<file path="src/rtl/log_record_protobuf_field_emitter_top_defines.svh">
// Assertion macros for the protobuf field emitter.
// No dependencies; included by the top level.
`ifndef LOG_RECORD_PROTOBUF_FIELD_EMITTER_TOP_DEFINES_SVH
`define LOG_RECORD_PROTOBUF_FIELD_EMITTER_TOP_DEFINES_SVH

// Same-cycle implication, disabled in reset.
`define LRPFE_ASSERT_NOW(label, clk, rst, ante, cons) \
  label: assert property (@(posedge clk) disable iff (rst) (ante) |-> (cons)) \
    else $error("assertion failed");

// Next-cycle implication, disabled in reset.
`define LRPFE_ASSERT_NEXT(label, clk, rst, ante, cons) \
  label: assert property (@(posedge clk) disable iff (rst) (ante) |=> (cons)) \
    else $error("assertion failed");

`endif

</file>
<file path="src/rtl/lrpfe_pkg.sv">
// Shared types and constants for the protobuf field emitter.
// No dependencies.
package lrpfe_pkg;

  typedef enum logic [3:0] {
    KIND_LOG_START   = 4'd0,
    KIND_TIME        = 4'd1,
    KIND_TIME_NS     = 4'd2,
    KIND_CONTENT     = 4'd3,
    KIND_TAG_PAIR    = 4'd4,
    KIND_TOPIC       = 4'd5,
    KIND_SOURCE      = 4'd6,
    KIND_MACHINE_ID  = 4'd7,
    KIND_VALUE_OPEN  = 4'd8,
    KIND_DATA        = 4'd9
  } kind_t;

  localparam logic [7:0] TAG_LOG      = 8'h0A;
  localparam logic [7:0] TAG_TIME     = 8'h08;
  localparam logic [7:0] TAG_TIME_NS  = 8'h25;
  localparam logic [7:0] TAG_CONTENT  = 8'h12;
  localparam logic [7:0] TAG_PAIR     = 8'h32;
  localparam logic [7:0] TAG_TOPIC    = 8'h1A;
  localparam logic [7:0] TAG_SOURCE   = 8'h22;
  localparam logic [7:0] TAG_MACHINE  = 8'h2A;
  localparam logic [7:0] TAG_KEY      = 8'h0A;
  localparam logic [7:0] TAG_VALUE    = 8'h12;

  localparam int LEN_W = 28;

  // Config register indexes
  localparam logic REG_MIN_LOG_TIME = 1'b0;

  typedef enum logic [1:0] {
    CMD_BYTE,
    CMD_TAG_VARINT,
    CMD_TAG_RAW4,
    CMD_PAIR
  } cmd_mode_t;

  typedef struct packed {
    cmd_mode_t          mode;
    logic [7:0]         first_byte;
    logic [31:0]        val1;
    logic [LEN_W-1:0]   val2;
  } cmd_t;

  typedef enum logic [2:0] {
    BK_IDLE,
    BK_VAR1,
    BK_KEYTAG,
    BK_VAR2,
    BK_RAW
  } back_state_t;

  typedef struct packed {
    logic busy;
    logic pop;
  } back_status_t;

  // Bytes taken by the varint of a 28-bit length: 1 to 4.
  function automatic logic [2:0] varint_size(input logic [LEN_W-1:0] n);
    logic [2:0] s;
    s = 3'd1;
    if (n[LEN_W-1:7] != '0) s = 3'd2;
    if (n[LEN_W-1:14] != '0) s = 3'd3;
    if (n[LEN_W-1:21] != '0) s = 3'd4;
    return s;
  endfunction

endpackage

</file>
<file path="src/rtl/log_record_protobuf_field_emitter_top.sv">
// Top level of the protobuf field emitter: config register, front, queue, back.
// Depends on lrpfe_pkg, lrpfe_front, lrpfe_queue, lrpfe_back and the defines header.
//
//  channel | signals                                      | direction
//  --------+----------------------------------------------+----------
//  input   | in_valid/in_stall, kind, word, key_length,   | in
//          | value_length, data_byte                      |
//  output  | out_valid/out_stall, out_byte, last          | out
//  config  | psel, penable, pwrite, paddr, pwdata, prdata | APB slave
//
// Wire bytes per command, as the back sequencer emits them:
// data bytes 1, headers 2 to 11. The front takes a word per cycle until the
// QUEUE_DEPTH-entry queue fills, so bursts of headers are absorbed there.
// Reset (rst, synchronous) empties the queue, idles the sequencer, clears the
// stored value length and loads min_log_time with 0x10000000.
// An output stall on a pending byte freezes the output register and the sequencer;
// the front keeps accepting until the queue is full, then raises in_stall.
`include "log_record_protobuf_field_emitter_top_defines.svh"

module log_record_protobuf_field_emitter_top #(
  parameter int QUEUE_DEPTH = 4
) (
  input  logic                        clk,
  input  logic                        rst,
  // command words
  input  logic                        in_valid,
  output logic                        in_stall,
  input  logic [3:0]                  kind,
  input  logic [31:0]                 word,
  input  logic [lrpfe_pkg::LEN_W-1:0] key_length,
  input  logic [lrpfe_pkg::LEN_W-1:0] value_length,
  input  logic [7:0]                  data_byte,
  // wire bytes
  output logic                        out_valid,
  input  logic                        out_stall,
  output logic [7:0]                  out_byte,
  output logic                        last,
  // register port
  input  logic                        psel,
  input  logic                        penable,
  input  logic                        pwrite,
  input  logic [2:0]                  paddr,
  input  logic [31:0]                 pwdata,
  output logic [31:0]                 prdata,
  output logic                        pready
);

  logic [31:0]             min_log_time;
  logic                    cfg_write;
  logic                    q_push, q_full, q_empty;
  lrpfe_pkg::cmd_t         q_cmd, head_cmd;
  lrpfe_pkg::back_status_t back_status;

  // Single register at byte 0; paddr[2] is the register index.
  assign pready    = 1'b1;
  assign cfg_write = psel && penable && pwrite && pready;
  assign prdata    = (paddr[2] == lrpfe_pkg::REG_MIN_LOG_TIME) ? min_log_time : 32'd0;

  always_ff @(posedge clk) begin
    if (rst) begin
      min_log_time <= 32'h1000_0000;
    end else if (cfg_write && paddr[2] == lrpfe_pkg::REG_MIN_LOG_TIME) begin
      min_log_time <= pwdata;
    end
  end

  // classify and clamp; pair opens compute the combined string size here
  lrpfe_front u_front (
    .clk          (clk),
    .rst          (rst),
    .in_valid     (in_valid),
    .in_stall     (in_stall),
    .kind         (kind),
    .word         (word),
    .key_length   (key_length),
    .value_length (value_length),
    .data_byte    (data_byte),
    .min_log_time (min_log_time),
    .q_full       (q_full),
    .q_push       (q_push),
    .q_cmd        (q_cmd)
  );

  lrpfe_queue #(
    .DEPTH (QUEUE_DEPTH)
  ) u_queue (
    .clk      (clk),
    .rst      (rst),
    .push     (q_push),
    .push_cmd (q_cmd),
    .pop      (back_status.pop),
    .head_cmd (head_cmd),
    .empty    (q_empty),
    .full     (q_full)
  );

  // one wire byte per cycle into the output register, unless out_stall holds a pending byte
  lrpfe_back u_back (
    .clk       (clk),
    .rst       (rst),
    .head_cmd  (head_cmd),
    .q_empty   (q_empty),
    .status    (back_status),
    .out_valid (out_valid),
    .out_stall (out_stall),
    .out_byte  (out_byte),
    .last      (last)
  );

  // front never writes a full queue
  `LRPFE_ASSERT_NOW(a_no_overflow, clk, rst, q_push, !q_full)
  // back never reads an empty queue
  `LRPFE_ASSERT_NOW(a_no_underflow, clk, rst, back_status.pop, !q_empty)
  // a pending non-final byte means the sequencer still holds the rest
  `LRPFE_ASSERT_NOW(a_rest_in_back, clk, rst, out_valid && !last, back_status.busy)
  // a taken non-final byte is followed by another byte
  `LRPFE_ASSERT_NEXT(a_run_continues, clk, rst, out_valid && !last && !out_stall, out_valid)

endmodule

</file>
<file path="src/rtl/lrpfe_front.sv">
// Front end: accepts field commands, classifies them into queue words.
// Depends on lrpfe_pkg.
module lrpfe_front (
  input  logic                        clk,
  input  logic                        rst,
  input  logic                        in_valid,
  output logic                        in_stall,
  input  logic [3:0]                  kind,
  input  logic [31:0]                 word,
  input  logic [lrpfe_pkg::LEN_W-1:0] key_length,
  input  logic [lrpfe_pkg::LEN_W-1:0] value_length,
  input  logic [7:0]                  data_byte,
  input  logic [31:0]                 min_log_time,
  input  logic                        q_full,
  output logic                        q_push,
  output lrpfe_pkg::cmd_t             q_cmd
);

  logic [lrpfe_pkg::LEN_W-1:0] pending_len, pending_len_next;
  logic                        accept;
  logic                        is_cmd;
  logic [29:0]                 pair_sum;

  assign in_stall = q_full;
  assign accept   = in_valid && !in_stall;
  assign q_push   = accept && is_cmd;

  // S(k) + S(v) = 2 + size(k) + size(v) + k + v, below 2^30
  assign pair_sum = 30'd2
                  + {27'd0, lrpfe_pkg::varint_size(key_length)}
                  + {27'd0, lrpfe_pkg::varint_size(value_length)}
                  + {2'd0, key_length}
                  + {2'd0, value_length};

  always_comb begin
    is_cmd           = 1'b1;
    pending_len_next = pending_len;
    q_cmd.mode       = lrpfe_pkg::CMD_TAG_VARINT;
    q_cmd.first_byte = lrpfe_pkg::TAG_LOG;
    q_cmd.val1       = word;
    q_cmd.val2       = key_length;
    case (lrpfe_pkg::kind_t'(kind))
      lrpfe_pkg::KIND_LOG_START: begin
        q_cmd.first_byte = lrpfe_pkg::TAG_LOG;
      end
      lrpfe_pkg::KIND_TIME: begin
        q_cmd.first_byte = lrpfe_pkg::TAG_TIME;
        q_cmd.val1       = (word < min_log_time) ? min_log_time : word;
      end
      lrpfe_pkg::KIND_TIME_NS: begin
        q_cmd.mode       = lrpfe_pkg::CMD_TAG_RAW4;
        q_cmd.first_byte = lrpfe_pkg::TAG_TIME_NS;
      end
      lrpfe_pkg::KIND_CONTENT, lrpfe_pkg::KIND_TAG_PAIR: begin
        q_cmd.mode       = lrpfe_pkg::CMD_PAIR;
        q_cmd.first_byte = (lrpfe_pkg::kind_t'(kind) == lrpfe_pkg::KIND_CONTENT) ?
                           lrpfe_pkg::TAG_CONTENT : lrpfe_pkg::TAG_PAIR;
        q_cmd.val1       = {2'd0, pair_sum};
        pending_len_next = value_length;
      end
      lrpfe_pkg::KIND_TOPIC: begin
        q_cmd.first_byte = lrpfe_pkg::TAG_TOPIC;
      end
      lrpfe_pkg::KIND_SOURCE: begin
        q_cmd.first_byte = lrpfe_pkg::TAG_SOURCE;
      end
      lrpfe_pkg::KIND_MACHINE_ID: begin
        q_cmd.first_byte = lrpfe_pkg::TAG_MACHINE;
      end
      lrpfe_pkg::KIND_VALUE_OPEN: begin
        q_cmd.first_byte = lrpfe_pkg::TAG_VALUE;
        q_cmd.val1       = {4'd0, pending_len};
      end
      lrpfe_pkg::KIND_DATA: begin
        q_cmd.mode       = lrpfe_pkg::CMD_BYTE;
        q_cmd.first_byte = data_byte;
      end
      default: begin
        // unused kinds: swallowed, nothing emitted
        is_cmd = 1'b0;
      end
    endcase
  end

  always_ff @(posedge clk) begin
    if (rst) begin
      pending_len <= '0;
    end else if (accept) begin
      pending_len <= pending_len_next;
    end
  end

endmodule

</file>
<file path="src/rtl/lrpfe_queue.sv">
// Short command queue between front and back.
// Depends on lrpfe_pkg.
module lrpfe_queue #(
  parameter int DEPTH = 4
) (
  input  logic            clk,
  input  logic            rst,
  input  logic            push,
  input  lrpfe_pkg::cmd_t push_cmd,
  input  logic            pop,
  output lrpfe_pkg::cmd_t head_cmd,
  output logic            empty,
  output logic            full
);

  localparam int AW = (DEPTH > 1) ? $clog2(DEPTH) : 1;
  localparam int CW = $clog2(DEPTH + 1);
  localparam logic [AW-1:0] LAST_PTR = AW'(DEPTH - 1);

  lrpfe_pkg::cmd_t entries [DEPTH];
  logic [AW-1:0]   wr_ptr, rd_ptr;
  logic [CW-1:0]   count;

  assign empty    = (count == '0);
  assign full     = (count == CW'(DEPTH));
  assign head_cmd = entries[rd_ptr];

  always_ff @(posedge clk) begin
    if (push) begin
      entries[wr_ptr] <= push_cmd;
    end
  end

  always_ff @(posedge clk) begin
    if (rst) begin
      wr_ptr <= '0;
      rd_ptr <= '0;
      count  <= '0;
    end else begin
      if (push) begin
        wr_ptr <= (wr_ptr == LAST_PTR) ? '0 : wr_ptr + 1'b1;
      end
      if (pop) begin
        rd_ptr <= (rd_ptr == LAST_PTR) ? '0 : rd_ptr + 1'b1;
      end
      if (push && !pop) begin
        count <= count + 1'b1;
      end else if (pop && !push) begin
        count <= count - 1'b1;
      end
    end
  end

endmodule

</file>
<file path="src/rtl/lrpfe_back.sv">
// Back end: byte sequencer that turns queue words into wire bytes.
// Depends on lrpfe_pkg.
module lrpfe_back (
  input  logic                     clk,
  input  logic                     rst,
  input  lrpfe_pkg::cmd_t          head_cmd,
  input  logic                     q_empty,
  output lrpfe_pkg::back_status_t  status,
  output logic                     out_valid,
  input  logic                     out_stall,
  output logic [7:0]               out_byte,
  output logic                     last
);

  lrpfe_pkg::back_state_t      state, state_next;
  logic [31:0]                 shift, shift_next;
  logic [lrpfe_pkg::LEN_W-1:0] key_len, key_len_next;
  logic                        pair, pair_next;
  logic [1:0]                  cnt, cnt_next;
  logic                        load, emit, pop;
  logic [7:0]                  emit_byte;
  logic                        emit_last;
  logic                        var_done;

  assign load     = !out_valid || !out_stall;
  assign pop      = load && (state == lrpfe_pkg::BK_IDLE) && !q_empty;
  assign emit     = load && ((state != lrpfe_pkg::BK_IDLE) || !q_empty);
  assign var_done = (shift[31:7] == '0);

  assign status.busy = (state != lrpfe_pkg::BK_IDLE);
  assign status.pop  = pop;

  // next state
  always_comb begin
    state_next = state;
    if (load) begin
      case (state)
        lrpfe_pkg::BK_IDLE: begin
          if (!q_empty) begin
            case (head_cmd.mode)
              lrpfe_pkg::CMD_BYTE:     state_next = lrpfe_pkg::BK_IDLE;
              lrpfe_pkg::CMD_TAG_RAW4: state_next = lrpfe_pkg::BK_RAW;
              default:                 state_next = lrpfe_pkg::BK_VAR1;
            endcase
          end
        end
        lrpfe_pkg::BK_VAR1: begin
          if (var_done) begin
            state_next = pair ? lrpfe_pkg::BK_KEYTAG : lrpfe_pkg::BK_IDLE;
          end
        end
        lrpfe_pkg::BK_KEYTAG: state_next = lrpfe_pkg::BK_VAR2;
        lrpfe_pkg::BK_VAR2: begin
          if (var_done) state_next = lrpfe_pkg::BK_IDLE;
        end
        lrpfe_pkg::BK_RAW: begin
          if (cnt == 2'd3) state_next = lrpfe_pkg::BK_IDLE;
        end
        default: state_next = lrpfe_pkg::BK_IDLE;
      endcase
    end
  end

  // byte and last flag
  always_comb begin
    emit_byte = head_cmd.first_byte;
    emit_last = 1'b0;
    case (state)
      lrpfe_pkg::BK_IDLE: begin
        emit_byte = head_cmd.first_byte;
        emit_last = (head_cmd.mode == lrpfe_pkg::CMD_BYTE);
      end
      lrpfe_pkg::BK_VAR1: begin
        emit_byte = {!var_done, shift[6:0]};
        emit_last = var_done && !pair;
      end
      lrpfe_pkg::BK_KEYTAG: begin
        emit_byte = lrpfe_pkg::TAG_KEY;
      end
      lrpfe_pkg::BK_VAR2: begin
        emit_byte = {!var_done, shift[6:0]};
        emit_last = var_done;
      end
      lrpfe_pkg::BK_RAW: begin
        emit_byte = shift[7:0];
        emit_last = (cnt == 2'd3);
      end
      default: begin
        emit_byte = head_cmd.first_byte;
        emit_last = 1'b0;
      end
    endcase
  end

  // datapath
  always_comb begin
    shift_next   = shift;
    key_len_next = key_len;
    pair_next    = pair;
    cnt_next     = cnt;
    if (load) begin
      case (state)
        lrpfe_pkg::BK_IDLE: begin
          if (!q_empty) begin
            shift_next   = head_cmd.val1;
            key_len_next = head_cmd.val2;
            pair_next    = (head_cmd.mode == lrpfe_pkg::CMD_PAIR);
            cnt_next     = 2'd0;
          end
        end
        lrpfe_pkg::BK_VAR1, lrpfe_pkg::BK_VAR2: shift_next = {7'd0, shift[31:7]};
        lrpfe_pkg::BK_KEYTAG: shift_next = {4'd0, key_len};
        lrpfe_pkg::BK_RAW: begin
          shift_next = {8'd0, shift[31:8]};
          cnt_next   = cnt + 2'd1;
        end
        default: shift_next = shift;
      endcase
    end
  end

  always_ff @(posedge clk) begin
    if (rst) begin
      state     <= lrpfe_pkg::BK_IDLE;
      out_valid <= 1'b0;
    end else begin
      state <= state_next;
      if (load) begin
        out_valid <= emit;
      end
    end
  end

  always_ff @(posedge clk) begin
    shift   <= shift_next;
    key_len <= key_len_next;
    pair    <= pair_next;
    cnt     <= cnt_next;
    if (load && emit) begin
      out_byte <= emit_byte;
      last     <= emit_last;
    end
  end

endmodule

</file>
<file path="config.mk">
export PLATFORM = sky130hd
export DESIGN_NAME = log_record_protobuf_field_emitter_top
export DESIGN_NICKNAME = d
export VERILOG_FILES = /design/src/rtl/lrpfe_pkg.sv /design/src/rtl/log_record_protobuf_field_emitter_top.sv /design/src/rtl/lrpfe_front.sv /design/src/rtl/lrpfe_queue.sv /design/src/rtl/lrpfe_back.sv
export VERILOG_INCLUDE_DIRS = /design/src /design/src/rtl
export SDC_FILE = /design/constraint.sdc
export NUM_CORES = 1
export LEC_CHECK = 0
export BUFFER_PORTS_ARGS = -buffer_cell sky130_fd_sc_hd__buf_2
export CORE_AREA = 10 10 268 167
export DETAILED_ROUTE_END_ITERATION = 8
export DIE_AREA = 0 0 278 177
export PLACE_DENSITY = 0.86
export SKIP_CTS_REPAIR_TIMING = 1
export SYNTH_ARGS = -nofsm -noshare
export SYNTH_HDL_FRONTEND = slang
export SYNTH_HIERARCHICAL = 1
export SYNTH_SLANG_ARGS = --single-unit
</file>
<file path="constraint.sdc">
create_clock -name clk -period 6.7 [get_ports clk]
set_input_delay 1.005 -clock clk [delete_from_list [all_inputs] [get_ports clk]]
set_output_delay 1.005 -clock clk [all_outputs]
set_load 0.01 [all_outputs]
</file>
==> reports/results.ini, run 1 <==
[synthesis]
synth_flop_cell=edfxtp_1
synth-compound-area-share_pct=10.0
synthDistinctLibCells=79
synth.area.top_cells=edfxtp_1 49%, mux4_2 7.3%, ha_1 6.8%
yosysWarnings=6
synth_common_cells=352 x edfxtp_1, 119 x a21oi_1, 118 x ha_1
synth_edf_count=352
synth_top_family_by_area=multiplexers
yosys.area_share.simple_pct=9.58
synth_area_mm2=0.0217
synth_nets=1914
avgSynthCellArea_um2=13.2
async_reset_ff_share_pct=0
synth_xor_area_share_pct=0.888
synth_top_area_share_pct=48.7
ys_seq_area_share_pct=55.5
synth.largest_area_cell=edfxtp_1
synth_cells=1646
synthMuxAreaShare_pct=11.6
synthAdderAreaFrac_pct=7.54
ys_seq_elements=425
yosysMostFrequentCell=edfxtp_1

[sta]
setup_ws_ps=1050
rsz0062_at_grt=false
fmax_ghz=0.177
hold_ws_ps=462
fin_crit_sh_pct=84.4
final-setup-viol-count=0
final_hold_viol_count=0
finalSetupTns_ps=0
skew_ps=28.6
final_max_slew_viol_count=0
slew_headroom_pct=25.8
fin_crit_ps=5650
worst_slew_pin_slew_ps=1110

[global_route]
antenna_found_initial=5
grt_max_degree=105
grt_use_total_pct=23.6
grt_pass1_wl_um=90000
grt-ovfl-total=0
first_global_vias=14900

[routing]
wire_per_inst_um=25.4
route.vias.total=14800
wl_um=59400
detail_route.first_pass.iterations=7
avgViaCountPerCell=6.32
first_iter_violations=1979
drc_errors=0
ant_nets=0

[place]
dpl-instance-area_mm2=0.0227
post-place-ws_ps=589
dp_cells=2265
hpwl_um=42300
gp_congestion=0.918
port_buffers=182

[cells_and_area]
syn_to_final_growth_pct=10.5
final_core_util_pct=60.0
drive_gt1_share_pct=20.9
fin_area_mm2=0.0240
final_cells=2340
nFillCells=3026
antenna_cells=0
nets=2045

[floorplan]
rows=57
num_io_pins=186
core_area_mm2=0.0399
dieArea_mm2=0.0492
die_y_um=177
start_util_pct=54.3
dieWidth_um=278

[critical_path]
startpoint=key_length[23]
reg2regPathDepth=10
r2r_setup_slack_ps=2610
r2r_start=min_log_time[21]
cp_common_cell=fa_1
r2r-end=u_queue/entries[1][31]
slowest_stage=or4_1
worstPathRequired_ps=7020
crit_path_cell_trace=buf_2 -> or4_1 -> nor4_1 -> buf_4 -> a21boi_0 -> fa_1 -> inv_1 -> fa_1 -> inv_1 -> ha_1 -> fa_1 -> a211oi_1 -> o211ai_1 -> nand2_1 -> a31o_2 -> nor4b_1 -> nor3b_1 -> xnor2_1 -> o21ai_0
arrival_ps=5970
critical_path.max_fanout=6
cp-start-kind=input port
worstSetupEndpointType=flop
crit_type=in -> reg
slowest_delay_ps=570

[cts]
tritoncts=done
htreeDepth=2
cts_buffers=41
path_clk_slew_ps=60
cts_root_buffer=clkbuf_16
clock_path_buffers=3
worstSkewPairLatency_ps=570
clkSinkCount=425

[power]
ir_worst_vdd_v=0.000190
power_density_mw_per_mm2=333
p_leak_nw=8.56
power_mw=7.97

[hold_path]
min_to=u_front/pending_len[23]
whs_path_depth=2
hold_path_class=reg -> reg
holdCritStartpoint=u_front/pending_len[23]

[run_status]
status=complete, no violations

[job]
cap_violations=0

worst max-delay path by stage:
stage | slack [ps] | depth (start not counted) | to
2_1_floorplan | 1610 | 17 | u_queue/entries[0][54]
3_3_place_gp | 740 | 19 | u_queue/entries[0][56]
3_5_place_dp | 590 | 19 | u_queue/entries[0][56]
4_1_cts | 1140 | 19 | u_queue/entries[2][56]
5_1_grt | 670 | 19 | u_queue/entries[3][56]
6_report | 1050 | 19 | u_queue/entries[2][56]
logic make-up after synthesis:
kind of cell,Yosys count
buffers and inverters,181
adders and majority gates,126
muxes,162
xor gates and xnor gates,22
other,1
and+or+nand+nor,397
AOI/OAI and AO/OA,332
DFF,425
final cells by class:
class / instances / area [um2] / share of cell area [%]
Sequential cell: 425 / 12000 / 50.2
Inverter: 63 / 236 / 0.987
Timing Repair Buffer: 206 / 1090 / 4.55
Clock buffer: 58 / 1110 / 4.64
Multi-Input combinational cell: 1040 / 8620 / 36.0
Tap cell: 531 / 664 / 2.77
Clock inverter: 17 / 203 / 0.846
registers in the layout, summed over array words and instances (netlist names), named ones only:
| signal | cells |
|---|---|
| u_back/out_valid | 1 |
| u_queue/rd_ptr | 2 |
| u_queue/wr_ptr | 2 |
| u_back/pair | 1 |
| u_queue/entries | 280 |
| u_back/state | 3 |
| u_back/cnt | 2 |
| min_log_time | 32 |
| u_back/last | 1 |
| u_back/out_byte | 8 |
| u_back/shift | 32 |
| u_front/pending_len | 28 |
| u_queue/count | 3 |
| u_back/key_len | 28 |
cell usage in the layout, fill, tap and decap left out, types with 5 or more instances in the layout:
master	synthesis	routed
a211oi_1	10	10
a21o_1	15	15
a21oi_1	119	118
a221oi_1	21	21
a222oi_1	20	20
a22o_1	9	9
a22oi_1	23	23
a31oi_1	10	10
and2_1	9	5
and3_1	5	5
buf_2	27	182
buf_4	34	24
clkbuf_1	33	16
clkbuf_16	0	42
dfxtp_1	73	70
edfxtp_1	352	352
fa_1	8	8
ha_1	118	118
inv_1	61	61
mux2_1	7	7
mux2_2	11	11
mux2i_1	74	74
mux4_2	70	70
nand2_1	110	110
nand2b_1	84	84
nand3_1	12	12
nand4_1	11	11
nor2_1	62	61
nor2b_1	41	41
nor3_1	13	12
nor3b_1	5	5
nor4_1	13	13
o211ai_1	7	7
o21a_1	7	7
o21ai_0	35	35
o21ai_1	24	24
or3_1	6	6
xnor2_1	12	12
xor2_1	10	10
layer usage:
layer | vias to the layer above | global-route usage (%) | wire (um)
li1 | 6507 | - | -
met3 | 111 | 5.61 | 6610
met1 | 7291 | 33.3 | 24900
met5 | - | 0 | 14
met2 | 866 | 36.7 | 26800
met4 | 4 | 5.01 | 1130
where the power goes:
group          internal (mW)  switching, mW  leakage (nW)
logic                  0.795           1.18          4.09
registers               3.40          0.273          3.85
clock network           1.32           1.00         0.626
worst max-delay path: cells and delay by family:
| family | cells | cell delay [ps] |
|---|---|---|
| xor+xnor | 1 | 150 |
| buf+inv | 4 | 490 |
| compound gates | 5 | 1380 |
| simple gates | 5 | 1580 |
| fa+ha+maj | 4 | 1370 |
No activity file was read; power rests on OpenSTA's default activity.
==> inputs of run 2 (changes only) <==
--- a/config.mk
+++ b/config.mk
@@ -6,11 +6,12 @@
 export SDC_FILE = /design/constraint.sdc
 export NUM_CORES = 1
 export LEC_CHECK = 0
+export ABC_AREA = 1
 export BUFFER_PORTS_ARGS = -buffer_cell sky130_fd_sc_hd__buf_2
-export CORE_AREA = 10 10 268 167
+export CORE_AREA = 10 10 274 171
 export DETAILED_ROUTE_END_ITERATION = 8
-export DIE_AREA = 0 0 278 177
-export PLACE_DENSITY = 0.86
+export DIE_AREA = 0 0 284 181
+export PLACE_DENSITY = 0.89
 export SKIP_CTS_REPAIR_TIMING = 1
 export SYNTH_ARGS = -nofsm -noshare
 export SYNTH_HDL_FRONTEND = slang
==> constraint.sdc (replaced) <==
create_clock -name clk -period 4.9 [get_ports clk]
set_input_delay 0.735 -clock clk [delete_from_list [all_inputs] [get_ports clk]]
set_output_delay 0.735 -clock clk [all_outputs]
set_load 0.01 [all_outputs]
==> run 2 against run 1 <==
  * Via count up 25%
  * Register-to-register slack got worse by 750 ps
  * Critical path depth up 5
  * Largest cell class unchanged
  * Largest power group unchanged
==> reports/results.ini, run 2 <==
[power]
power_mw=11.8
power_density_mw_per_mm2=467
ir_worst_vdd_v=0.000324
p_leak_nw=10.3

[cts]
clock_path_buffers=3
cts_buffers=38
worstSkewPairLatency_ps=560
tritoncts=done
htreeDepth=2
cts_root_buffer=clkbuf_16
clkSinkCount=425
path_clk_slew_ps=70

[synthesis]
synthAdderAreaFrac_pct=7.19
synth.largest_area_cell=edfxtp_1
synthMuxAreaShare_pct=0
synth_area_mm2=0.0228
avgSynthCellArea_um2=9.63
ys_seq_elements=425
async_reset_ff_share_pct=0
ys_seq_area_share_pct=52.9
yosysWarnings=6
synthDistinctLibCells=56
synth_xor_area_share_pct=0.0385
synth_top_area_share_pct=46.5
synth_top_family_by_area=simple AND/OR/NAND/NOR gates
synth_edf_count=352
yosysMostFrequentCell=nand2_1
yosys.area_share.simple_pct=19.6
synth_flop_cell=edfxtp_1
synth.area.top_cells=edfxtp_1 46%, nand2_1 6.6%, ha_1 6.5%
synth_nets=2631
synth-compound-area-share_pct=11.9
synth_cells=2363
synth_common_cells=400 x nand2_1, 352 x edfxtp_1, 310 x nor2_1

[critical_path]
cp_common_cell=nand2_1
worstSetupEndpointType=flop
path_buf_inv=6
crit_path_cell_trace=buf_2 -> nor4_4 -> nand2_1 -> o31ai_1 -> buf_4 -> inv_1 -> fa_1 -> inv_1 -> fa_1 -> inv_1 -> ha_1 -> fa_1 -> nand3_1 -> nand2_1 -> nand2_1 -> nand2_1 -> nand2_1 -> nand2_1 -> nand2_1 -> nand3b_1 -> nand3_1 -> nand2_1 -> inv_1 -> nand3_1
critical_path.max_fanout=4
worstPathRequired_ps=5170
arrival_ps=4930
slowest_stage=fa_1
slowest_delay_ps=530
crit_type=in -> reg
cp-start-kind=input port
crit_family=simple AND/OR/NAND/NOR gates

[cells_and_area]
nFillCells=3269
mostFrequentLayoutCells=400 x nand2_1, 352 x edfxtp_1, 307 x nor2_1, 262 x inv_1, 182 x buf_2
drive_gt1_share_pct=16.4
final_common_cell=nand2_1
regMostFlops=u_queue/entries
nets=2772
syn_to_final_growth_pct=10.6
largest_reg_flops=280
largest_registers=u_queue/entries (280), min_log_time (32), u_back/shift (32)

[sta]
rsz0062_at_grt=false
fmax_ghz=0.215
skew_ps=17.4
final_hold_viol_count=0
final-setup-viol-count=0
fin_crit_sh_pct=95.1
fin_crit_ps=4660
worst_slew_pin_slew_ps=1200
finalSetupTns_ps=0
setup_ws_ps=241
slew_headroom_pct=19.8
final_max_slew_viol_count=0

[routing]
detail_route.first_pass.iterations=5
first_iter_violations=2980
route.vias.total=18500
avgViaCountPerCell=5.96
wl_um=70400
wire_per_inst_um=22.7
drc_errors=0
ant_nets=0

[global_route]
grt_use_total_pct=26.2
grt_use_met1_pct=35.0
use_met2_pct=39.8
use_met3_pct=9.00
grt-ovfl-total=0
antenna_found_initial=9
busiest_layer=met2
grt_pass1_wl_um=105000
first_global_vias=17700
grt_max_degree=94

[job]
cap_violations=0

[place]
post-place-ws_ps=-336
port_buffers=182
hpwl_um=49700
gp_congestion=1.01

[hold_path]
hold_path_class=in -> reg

[floorplan]
dieArea_mm2=0.0514
rows=58
core_area_mm2=0.0416
dieWidth_um=284
die_y_um=181
num_io_pins=186
start_util_pct=54.7

[run_status]
status=complete, no violations

[run 2: layout make-up]
class	instances	area (um2)	share of cell area (%)
Antenna cell	4	10.0	0.0398
Clock buffer	46	1000	3.98
Clock inverter	24	179	0.711
Inverter	276	1050	4.17
Multi-Input combinational cell	1534	8850	35.2
Sequential cell	425	12000	47.8
Tap cell	570	713	2.83
Timing Repair Buffer	229	1310	5.22
[run 2: worst min-delay path, cell delays in order]
cell and delay (ps):
buf_2 70, nand2_1 50, nand3_1 70
[run 2: power by group]
| part | leakage, nW | internal [mW] | total [mW] | switching (mW) |
|---|---|---|---|---|
| Sequential | 3.85 | 4.72 | 5.02 | 0.308 |
| Combinational | 5.87 | 1.13 | 3.80 | 2.67 |
| Clock | 0.569 | 1.54 | 2.94 | 1.40 |
[run 2: final timing paths]
check | slack (ps) | end | from | depth (start not counted)
setup reg to reg | 1860 | u_back/key_len[20] | flop | 4
setup / recovery | 240 | u_queue/entries[2][46] | key_length[15] | 24
hold reg to reg | 470 | u_front/pending_len[7] | u_front/pending_len[7] | 2
hold / removal | 400 | min_log_time[28] | pwdata[28] | 3
[run 2: kinds of logic (layout without fill, tap and decap cells)]
group	Yosys count	in the layout
AO/OA/AOI/OAI	428	428
XOR/XNOR	1	1
adder cells (fa/ha/maj)	126	126
buffers and inverters	404	575
flip-flops	425	425
other	1	5
AND/OR/NAND/NOR	978	978
[run 2: metrics by stage]
stage | cells | util (%) | area (um2) | hold WS, ps
6_report | 3108 | 60.5 | 25200 | 404
5_1_grt | 3105 | 60.5 | 25200 | 394
4_1_cts | 3104 | 60.4 | 25100 | 379
3_5_place_dp | 3034 | 57.6 | 23900 | 455
3_3_place_gp | 3034 | 57.6 | 23900 | 449
2_1_floorplan | 2363 | - | 22800 | 441
[run 2: routing by layer]
metal	share of wire, %	up-vias
met5	0.081	-
li1	-	8346
met4	2.8	10
met2	43	1296
met1	39	8718
met3	15	151
